<file path="config.mk">
export PLATFORM = sky130hd
export DESIGN_NAME = dtw_ram
export DESIGN_NICKNAME = d
export VERILOG_FILES = /design/src/rtl/core/dtw_ram.sv
export SDC_FILE = /design/constraint.sdc
export NUM_CORES = 1
export LEC_CHECK = 0
export BUFFER_PORTS_ARGS = -buffer_cell sky130_fd_sc_hd__clkbuf_2
export CAP_MARGIN = 20
export CORE_MARGIN = 2
export CORE_UTILIZATION = 60
export CTS_CLUSTER_DIAMETER = 120
export CTS_CLUSTER_SIZE = 24
export DETAILED_ROUTE_END_ITERATION = 10
export PLACE_DENSITY = 0.76
export REMOVE_ABC_BUFFERS = 1
export SETUP_SLACK_MARGIN = 0.5
export SLEW_MARGIN = 20
export SYNTH_ARGS = -nofsm -noshare
export SYNTH_HDL_FRONTEND = slang
export SYNTH_SLANG_ARGS = --single-unit
</file>
<file path="constraint.sdc">
create_clock -name clk -period 4.7 [get_ports clk]
set_input_delay 0.235 -clock clk [delete_from_list [all_inputs] [get_ports clk]]
set_output_delay 0.235 -clock clk [all_outputs]
set_load 0.02 [all_outputs]
</file>
<file path="src/rtl/core/dtw_ram.sv">
// Generic single-write, single-read RAM with registered read data.
module dtw_ram #(
  parameter int WIDTH = 32,
  parameter int DEPTH = 16
) (
  input  logic                     clk,
  input  logic                     we,
  input  logic [$clog2(DEPTH)-1:0] waddr,
  input  logic [WIDTH-1:0]         wdata,
  input  logic [$clog2(DEPTH)-1:0] raddr,
  output logic [WIDTH-1:0]         rdata
);
  logic [WIDTH-1:0] mem [DEPTH];

  always_ff @(posedge clk) begin
    if (we) mem[waddr] <= wdata;
    rdata <= mem[raddr];
  end
endmodule

</file>
==> results_dict.tcl <==
set metrics [dict create \
    finalWeightedCongestion 0.7506 \
    post-dp-hpwl_um 19480 \
    die-area_um2 34560 \
    clockBufferDepth 3 \
    cts-resized-gates 0 \
    die_h_um 185.9 \
    cp.arrival_ns 2.30 \
    antenna_found_initial 0 \
    dr.pass1.iters 7 \
    status "complete, no violations" \
    final_max_slew_viol_count 0 \
    slew_headroom_pct 25.01 \
    async_flop_share_pct 0 \
    nFillCells 2059 \
    path_clk_slew_ns 0.09 \
    ant_nets 0 \
    grt_usage_pct 23.28 \
    rrSetupSlack_ns 3.33 \
    vias_per_cell 6.459 \
    place_area_um2 20890 \
    register_area_um2 16020 \
    min_to "mem[8][24]" \
    htreeDepth 1 \
    grt_pass1_wl_um 57360 \
    fmax_mhz 540.7 \
    r2r_end "rdata[10]" \
    drc 0 \
    synth-edff-count 512 \
    p_leak_uw 0.006815 \
    power_per_cell_area_nw_per_um2 388.2 \
    r2r_cells 3 \
    post_cts_buffers 0 \
    antenna_cells 0 \
    port_buffers 73 \
    syn_inst 838 \
    multiInputGateArea_um2 3750 \
    crit_type "in2reg" \
    synth_most_common_cell "edfxtp_1" \
    hold_path.class "in2reg" \
    ys_ff_latch 544 \
    ys_seq_area_share_pct 80.67 \
    path_cells "clkbuf_8 -> buf_12 -> mux4_2 -> a22oi_1 -> nand2_1" \
    fin_nets 960 \
    fp-row-count 66 \
    clk_latency_ns 0.57 \
    grt_start_max_net_pins 129 \
    slowest_delay_ns 0.62 \
    cpMaxStageDelayCell "clkbuf_8" \
    synth.avg_cell_area_um2 23.69 \
    hold_viol 0 \
    synth.largest_area_cell "edfxtp_1" \
    min_path_cells 1 \
    p_total_uw 8397 \
    grt_pass1_vias 9090 \
    yosysWarnings 0 \
    hold_buffers 0 \
    synth_flop_cell "edfxtp_1" \
    netlist_area_um2 19850 \
    timing.rr.start "mem[11][10]" \
    ioPinCount 74 \
    synth_top_area_share_pct 77.44 \
    synthTopCellsByArea "edfxtp_1, mux4_2, dfxtp_1" \
    wl_per_cell_um 28.38 \
    vias 8887 \
    peakVddDrop_uv 354.4 \
    critical_path_depth 5 \
    synth_commonest_cells "edfxtp_1, mux4_2, a22oi_1, nand2_1, dfxtp_1" \
    overflow 0 \
    initial_core_util_pct 61.02 \
    stdcell_area_um2 21630 \
    coreArea_um2 32540 \
    skew_ns 0.009690 \
    drt_iter0_markers 1071 \
    worstSetupEndpointType "flip-flop" \
    drv_cap 0 \
    worst_slew_pin_slew_ns 1.125 \
    finalSetupViolations 0 \
    layout-area-overhead-vs-synth_pct 8.943 \
    cts_sinks 544 \
    required_ns 5.15 \
    rsz0062_at_grt "no" \
    synthDistinctLibCells 18 \
    startpoint_type "input pin" \
    cts_tree "built" \
    root_buffer "clkbuf_16" \
    worst-path-max-fanout 67 \
    period_share_pct 39.35 \
    tns_ns 0 \
    path_buf_inv 2 \
    numCtsBuffers 26 \
    critPathTopFamily "buffers and inverters" \
    period_needed_ns 1.850 \
    dieWidth_um 185.9 \
    hold_path_startpoint "wdata[24]" \
    drive_above_1_share_pct 29.12 \
    drt-total-wl_um 39050 \
]
[how the worst max path moves through the flow]
stage,from,to,slack [ns]
2_1_floorplan,waddr[2],mem[0][0],1.29
3_3_place_gp,raddr[0],rdata[27],2.20
3_5_place_dp,raddr[0],rdata[27],2.18
4_1_cts,raddr[0],rdata[15],2.77
5_1_grt,raddr[0],rdata[27],2.60
6_report,raddr[0],rdata[20],2.85
[sequential cells by signal (all words and copies together) (netlist names)]
name / flops
mem: 512
rdata: 32
[placed cells by master (no fill, tap or decap), types with 2 or more instances in the layout]
cell / n
mux4_2: 128
buf_12: 2
nor2b_4: 2
nand2_1: 33
nand2b_1: 2
nand3b_1: 2
nor3_2: 4
clkbuf_16: 27
clkbuf_2: 71
edfxtp_1: 512
nor2_4: 13
a22oi_1: 64
clkbuf_1: 16
dfxtp_1: 32
buf_4: 21
[layout make-up]
class / instances / share of cell area (%)
Clock inverter: 1 / 0.04049
Timing Repair Buffer: 95 / 2.620
Sequential cell: 544 / 74.04
Multi-Input combinational cell: 251 / 17.34
Tap cell: 442 / 2.557
Clock buffer: 43 / 3.401
[per-stage QoR]
| stage | hold slack (ns) | util, % | setup WS [ns] | std cells |
|---|---|---|---|---|
| after floorplan | 0.3339 | - | 1.285 | 795 |
| after global placement | 0.6230 | 64.19 | 2.204 | 1332 |
| after detailed placement | 0.6367 | 64.19 | 2.181 | 1332 |
| after CTS | 0.04024 | 66.48 | 2.770 | 1376 |
| after global routing | 0.07742 | 66.48 | 2.598 | 1376 |
| final | 0.06133 | 66.48 | 2.850 | 1376 |
[layer usage]
metal	wire (um)	part of all wire [%]	global-route usage, %
met5	0	0	0
met1	15570	40	33.56
met4	788	2.0	5.291
met2	19840	51	39.09
met3	2854	7.3	2.935
[power by group]
| group | internal (uW) | switching (uW) | total, uW |
|---|---|---|---|
| clock | 1080 | 1380 | 2460 |
| sequential | 5410 | 34.5 | 5450 |
| combinational | 191 | 301 | 492 |
| total | 6680 | 1710 | 8400 |
[logic make-up (layout without fill, tap and decap cells)]
family | count (synthesis) | count (layout) | synth area share, %
buffers and inverters | 43 | 139 | 1.122
and+or+nand+nor | 59 | 59 | 1.273
muxes | 128 | 128 | 14.52
DFF | 544 | 544 | 80.67
AOI/OAI and AO/OA | 64 | 64 | 2.420
[worst reg2reg max path, stage by stage (launching register included)]
cell,delay (ns)
edfxtp_1,0.38
mux4_2,0.50
a22oi_1,0.21
nand2_1,0.15
No activity file was read; power rests on OpenSTA's default activity.
