--- src/rtl/core/dtw_pkg.sv ---
// Shared types, codes and helpers for the DTW distance and path unit.
package dtw_pkg;

  localparam int SAMPLE_W = 16;
  localparam int COST_W   = 32;
  localparam int LEN_W    = 5;
  localparam int IDX_W    = 4;
  localparam int ROW_W    = 5;
  localparam int REG_W    = 1;

  typedef enum logic [1:0] {
    OP_LOAD_REF = 2'd0,
    OP_LOAD_QRY = 2'd1,
    OP_START    = 2'd2,
    OP_NONE     = 2'd3
  } op_t;

  typedef enum logic [REG_W-1:0] {
    REG_REFERENCE_LENGTH = 1'b0,
    REG_QUERY_LENGTH     = 1'b1
  } reg_idx_t;

  typedef enum logic [2:0] {
    ST_IDLE,
    ST_FILL,
    ST_WAVE,
    ST_BT_HERE,
    ST_BT_UP,
    ST_BT_DEC
  } state_t;

  // link between neighboring cells of the wavefront
  typedef struct packed {
    logic                valid;
    logic [ROW_W-1:0]    row;
    logic [SAMPLE_W-1:0] ref_val;
    logic [COST_W-1:0]   cost;
    logic [COST_W-1:0]   prev;
  } link_t;

  function automatic logic [COST_W-1:0] abs_diff(input logic [SAMPLE_W-1:0] a,
                                                 input logic [SAMPLE_W-1:0] b);
    logic signed [SAMPLE_W:0] d;
    d = $signed({a[SAMPLE_W-1], a}) - $signed({b[SAMPLE_W-1], b});
    if (d[SAMPLE_W]) d = -d;
    return COST_W'(d[SAMPLE_W:0]);
  endfunction

endpackage

--- src/rtl/core/dtw_ram.sv ---
// Generic single-write, single-read RAM with registered read data.
module dtw_ram #(
  parameter int WIDTH = 32,
  parameter int DEPTH = 16
) (
  input  logic                     clk,
  input  logic                     we,
  input  logic [$clog2(DEPTH)-1:0] waddr,
  input  logic [WIDTH-1:0]         wdata,
  input  logic [$clog2(DEPTH)-1:0] raddr,
  output logic [WIDTH-1:0]         rdata
);
  logic [WIDTH-1:0] mem [DEPTH];

  always_ff @(posedge clk) begin
    if (we) mem[waddr] <= wdata;
    rdata <= mem[raddr];
  end
endmodule

--- src/rtl/core/dtw_cell.sv ---
// One column cell: holds a query sample, computes its cost per row, keeps the column.
module dtw_cell #(
  parameter int MAX_LENGTH = 16,
  parameter int J          = 0
) (
  input  logic                            clk,
  input  logic                            rst_n,
  input  logic                            q_we,
  input  logic [$clog2(MAX_LENGTH)-1:0]   q_idx,
  input  logic [dtw_pkg::SAMPLE_W-1:0]    q_val,
  input  dtw_pkg::link_t                  link_in,
  output dtw_pkg::link_t                  link_out,
  output logic [dtw_pkg::SAMPLE_W-1:0]    qry_val,
  input  logic [$clog2(MAX_LENGTH)-1:0]   raddr,
  output logic [dtw_pkg::COST_W-1:0]      rdata
);
  import dtw_pkg::*;

  localparam int IW = $clog2(MAX_LENGTH);
  localparam logic [IW-1:0] MY_COL = IW'(J);

  logic [SAMPLE_W-1:0] qry_r;
  logic                valid_r;
  logic [ROW_W-1:0]    row_r;
  logic [SAMPLE_W-1:0] ref_r;
  logic [COST_W-1:0]   cost_r, prev_r;
  logic [COST_W-1:0]   m, cost_nxt, lu;
  logic                row0;

  always_comb begin
    row0 = (link_in.row == '0);
    lu   = (link_in.cost < cost_r) ? link_in.cost : cost_r;
    if (row0 && J == 0)  m = '0;
    else if (row0)       m = link_in.cost;
    else if (J == 0)     m = cost_r;
    else                 m = (link_in.prev < lu) ? link_in.prev : lu;
    cost_nxt = abs_diff(link_in.ref_val, qry_r) + m;
  end

  always_ff @(posedge clk) begin
    if (!rst_n) begin
      valid_r <= 1'b0;
    end else begin
      valid_r <= link_in.valid;
    end
    if (q_we && q_idx == MY_COL) qry_r <= q_val;
    if (link_in.valid) begin
      row_r  <= link_in.row;
      ref_r  <= link_in.ref_val;
      cost_r <= cost_nxt;
      prev_r <= cost_r;
    end
  end

  assign link_out = '{valid: valid_r, row: row_r, ref_val: ref_r, cost: cost_r, prev: prev_r};
  assign qry_val  = qry_r;

  dtw_ram #(.WIDTH(COST_W), .DEPTH(MAX_LENGTH)) u_col (
    .clk  (clk),
    .we   (link_in.valid),
    .waddr(link_in.row[IW-1:0]),
    .wdata(cost_nxt),
    .raddr(raddr),
    .rdata(rdata)
  );
endmodule

--- config.mk ---
export PLATFORM = sky130hd
export DESIGN_NAME = dtw_cell
export DESIGN_NICKNAME = d
export VERILOG_FILES = /design/src/rtl/core/dtw_pkg.sv /design/src/rtl/core/dtw_ram.sv /design/src/rtl/core/dtw_cell.sv
export SDC_FILE = /design/constraint.sdc
export NUM_CORES = 1
export LEC_CHECK = 0
export ABC_AREA = 0
export BUFFER_PORTS_ARGS = -buffer_cell sky130_fd_sc_hd__buf_2
export CORE_MARGIN = 4
export CORE_UTILIZATION = 29
export CTS_CLUSTER_DIAMETER = 120
export DETAILED_ROUTE_END_ITERATION = 7
export PLACE_DENSITY = 0.55
export SLEW_MARGIN = 20
export SYNTH_ARGS = -nofsm -noshare
export SYNTH_HDL_FRONTEND = slang
export SYNTH_SLANG_ARGS = --single-unit
--- constraint.sdc ---
create_clock -name clk -period 10.9 [get_ports clk]
set_input_delay 1.09 -clock clk [delete_from_list [all_inputs] [get_ports clk]]
set_output_delay 1.09 -clock clk [all_outputs]
set_load 0.01 [all_outputs]
==> summary.txt <==
Timing
  – Crit share post-route: 63.7%
  – Final setup fails: 0
  – RSZ-0062 raised after global routing: false
  – F_max: 144 MHz
  – Slew Limit Fails: 0
  – Worst Clk Skew: 0.0151 ns
  – Post-layout minimum cycle time: 6.95 ns
  – Max-slew headroom: 29.6%
  – Final setup TNS: 0 ns
  – Worst-Margin Slew: 1.05 ns
  – Final-report hold violation count: 0
  – Final worst slack: 3.95 ns

Logic synthesis
  – EDFF count, synth: 613
  – Synth area leaders: edfxtp_1, mux4_2, dfxtp_1
  – Syn_area_per_cell: 20.5 sq um
  – Share of the synthesized area in the top cell type: 72.2%
  – Async SR Flop Fraction: 0%
  – Synth area leader: edfxtp_1
  – Post-synthesis cell count: 1247
  – Synth cell types: 60
  – Post-Syn Nets: 1396
  – FF+latch count, synth: 646
  – Seq/Total Area, Yosys: 74.8%
  – Cell with the most instances after synthesis: edfxtp_1
  – Top post-synthesis cells by count: edfxtp_1, mux4_2, nor2_1, nand2_1, ha_1
  – Synth Cell Area: 0.0255 sq mm
  – Synthesis Warnings: 0
  – Main synth FF type: edfxtp_1

Global routing
  – GRT Util Overall: 13.2%
  – Met3 Usage GRT: 3.18%
  – Global-route wire length before repair: 90.9 mm
  – GR Util met1: 18.1%
  – Largest net degree at the start of global routing: 72
  – Initial antenna violation count: 3
  – Total gr overflow: 0
  – Vias in the first global route: 13628
  – M2 GR Usage: 21.2%
  – Most Crowded Layer GR: met2

Setup path
  – Worst Path Arrival: 7.21 ns
  – Crit-path max FO: 18
  – Crit. End Element: register
  – Crit path launch type: input port
  – Crit Path Category: in2reg
  – Worst Path Required: 11.16 ns

Power
  – Worst vdd ir: 0.143 mV
  – Pwr Density: 236 mW/mm^2
  – Leak: 10.2 nW
  – Final Total Pwr: 0.00718 W

Final layout
  – FF+latch area: 0.0191 sq mm
  – Final instance area: 0.0305 sq mm
  – Layout area overhead: 19.4%
  – Layout Utilization: 35.0%
  – # fillers: 8208
  – Final nets: 1640
  – Share of cells above drive strength 1: 33.7%
  – Footprint of the multi-input gates: 0.00635 sq mm

Clock network
  – Root buf cell: clkbuf_16
  – Longest Clk Path Bufs: 3
  – Post-CTS sizing: 0
  – CTS Hold Bufs: 0
  – Worst skew pair latency: 0.61 ns
  – Setup Fix Bufs, Post-CTS: 0
  – TritonCTS Buffers: 75
  – Clock Sinks: 646
  – CTS tree: yes
  – Clock-pin slew on the worst setup and hold paths: 0.06 ns
  – H-Tree Depth: 3

Routing
  – DR iter-0 viols: 798
  – 1st-pass router iterations: 5
  – WL per Instance: 22.6 microns
  – Antenna viol nets, final: 0
  – Via density per instance: 4.72
  – Number of remaining DRC errors: 0
  – Wirelength, routed: 61.3 mm
  – Vias: 12797

Floorplan
  – Std cell rows: 108
  – Die Width: 305 microns
  – Boundary Pins: 247
  – Full die area: 0.0928 sq mm
  – Vert. Die Dim: 305 microns
  – Initial Util: 29.3%
  – Core area: 0.0870 sq mm

Placed design
  – PortBufs: 182
  – Hpwl dp: 34.3 mm
  – Dpl ws: 3.29 ns
  – Routability cong.: 0.776
  – Placed Area: 0.0280 sq mm

Flow run
  – Max Cap Viol: 0

Worst hold path
  – Worst min path class: reg2reg

Run status
  – Outcome: completed
flip-flops by register name (all words and copies together), names as in the netlist:
| name | cells |
|---|---|
| u_col.rdata | 32 |
| valid_r | 1 |
| prev_r | 32 |
| cost_r | 32 |
| qry_val | 16 |
| ref_r | 16 |
| row_r | 5 |
| u_col.mem | 512 |
worst paths after layout:
check	start	endpoint	slack (ns)	cells after the start
worst max-delay path	link_in[64]	cost_r[24]	3.95	21
worst min-delay path	cost_r[13]	prev_r[13]	0.54	0
worst max register to register	qry_val[0]	cost_r[24]	4.18	19
worst min register to register	cost_r[13]	prev_r[13]	0.54	0
layout by cell type, fill, tap and decap left out, types with 30 or more instances in the layout:
| cell type | n |
|---|---|
| clkbuf_16 | 78 |
| nand2_1 | 36 |
| mux4_2 | 160 |
| nor2_1 | 33 |
| ha_1 | 34 |
| buf_2 | 179 |
| edfxtp_1 | 613 |
| inv_1 | 33 |
| buf_4 | 30 |
| dfxtp_1 | 33 |
critical path, cell delays in order:
cell       delay, ns
buf_2           0.09
inv_1           0.04
ha_1            0.21
fa_1            0.41
nand2b_1        0.18
a31oi_1         0.41
a2111oi_2       0.17
o31ai_1         0.36
nand4_1         0.13
nand2_1         0.46
nor2_1          0.11
xnor2_1         0.15
ha_1            0.35
nor2b_1         0.21
o2111ai_1       0.16
a21oi_1         0.28
o2111ai_1       0.38
a21boi_0        0.85
o211ai_1        0.18
xor2_1          0.18
nor2_1          0.78
per-layer routing:
metal | part of all wire [%] | vias to the layer above
li1 | - | 5598
met1 | 44 | 6691
met2 | 48 | 421
met4 | 2.0 | 0
met5 | 0 | -
met3 | 7.0 | 87
cell families after synthesis:
family | synth area share, %
buf+inv | 1.19
fa+ha+maj | 1.82
simple gates | 3.57
xor+xnor | 1.64
flops | 74.8
mux | 14.3
compound gates | 2.69
through the flow:
stage          cells  hold WS (ns)
5_1_grt         2706         0.573
3_5_place_dp    2569         0.527
3_3_place_gp    2569         0.540
6_report        2709         0.539
4_1_cts         2706         0.560
2_1_floorplan   1247         0.512
area by class of cell:
type                            count  share of cell area (%)
Clock buffer                       99                    6.83
Multi-Input combinational cell    524                    20.8
Tap cell                         1155                    4.75
Clock inverter                     38                   0.781
Timing Repair Buffer              211                    3.76
Sequential cell                   646                    62.6
Inverter                           33                   0.407
Antenna cell                        3                  0.0246
where the power goes:
| group | switching, W | internal (W) | total (W) |
|---|---|---|---|
| clock network | 0.00101 | 0.00135 | 0.00236 |
| logic | 0.000894 | 0.000410 | 0.00130 |
| registers | 0.0000863 | 0.00342 | 0.00351 |
| total | 0.00199 | 0.00519 | 0.00718 |
No activity file was read; power rests on OpenSTA's default activity.
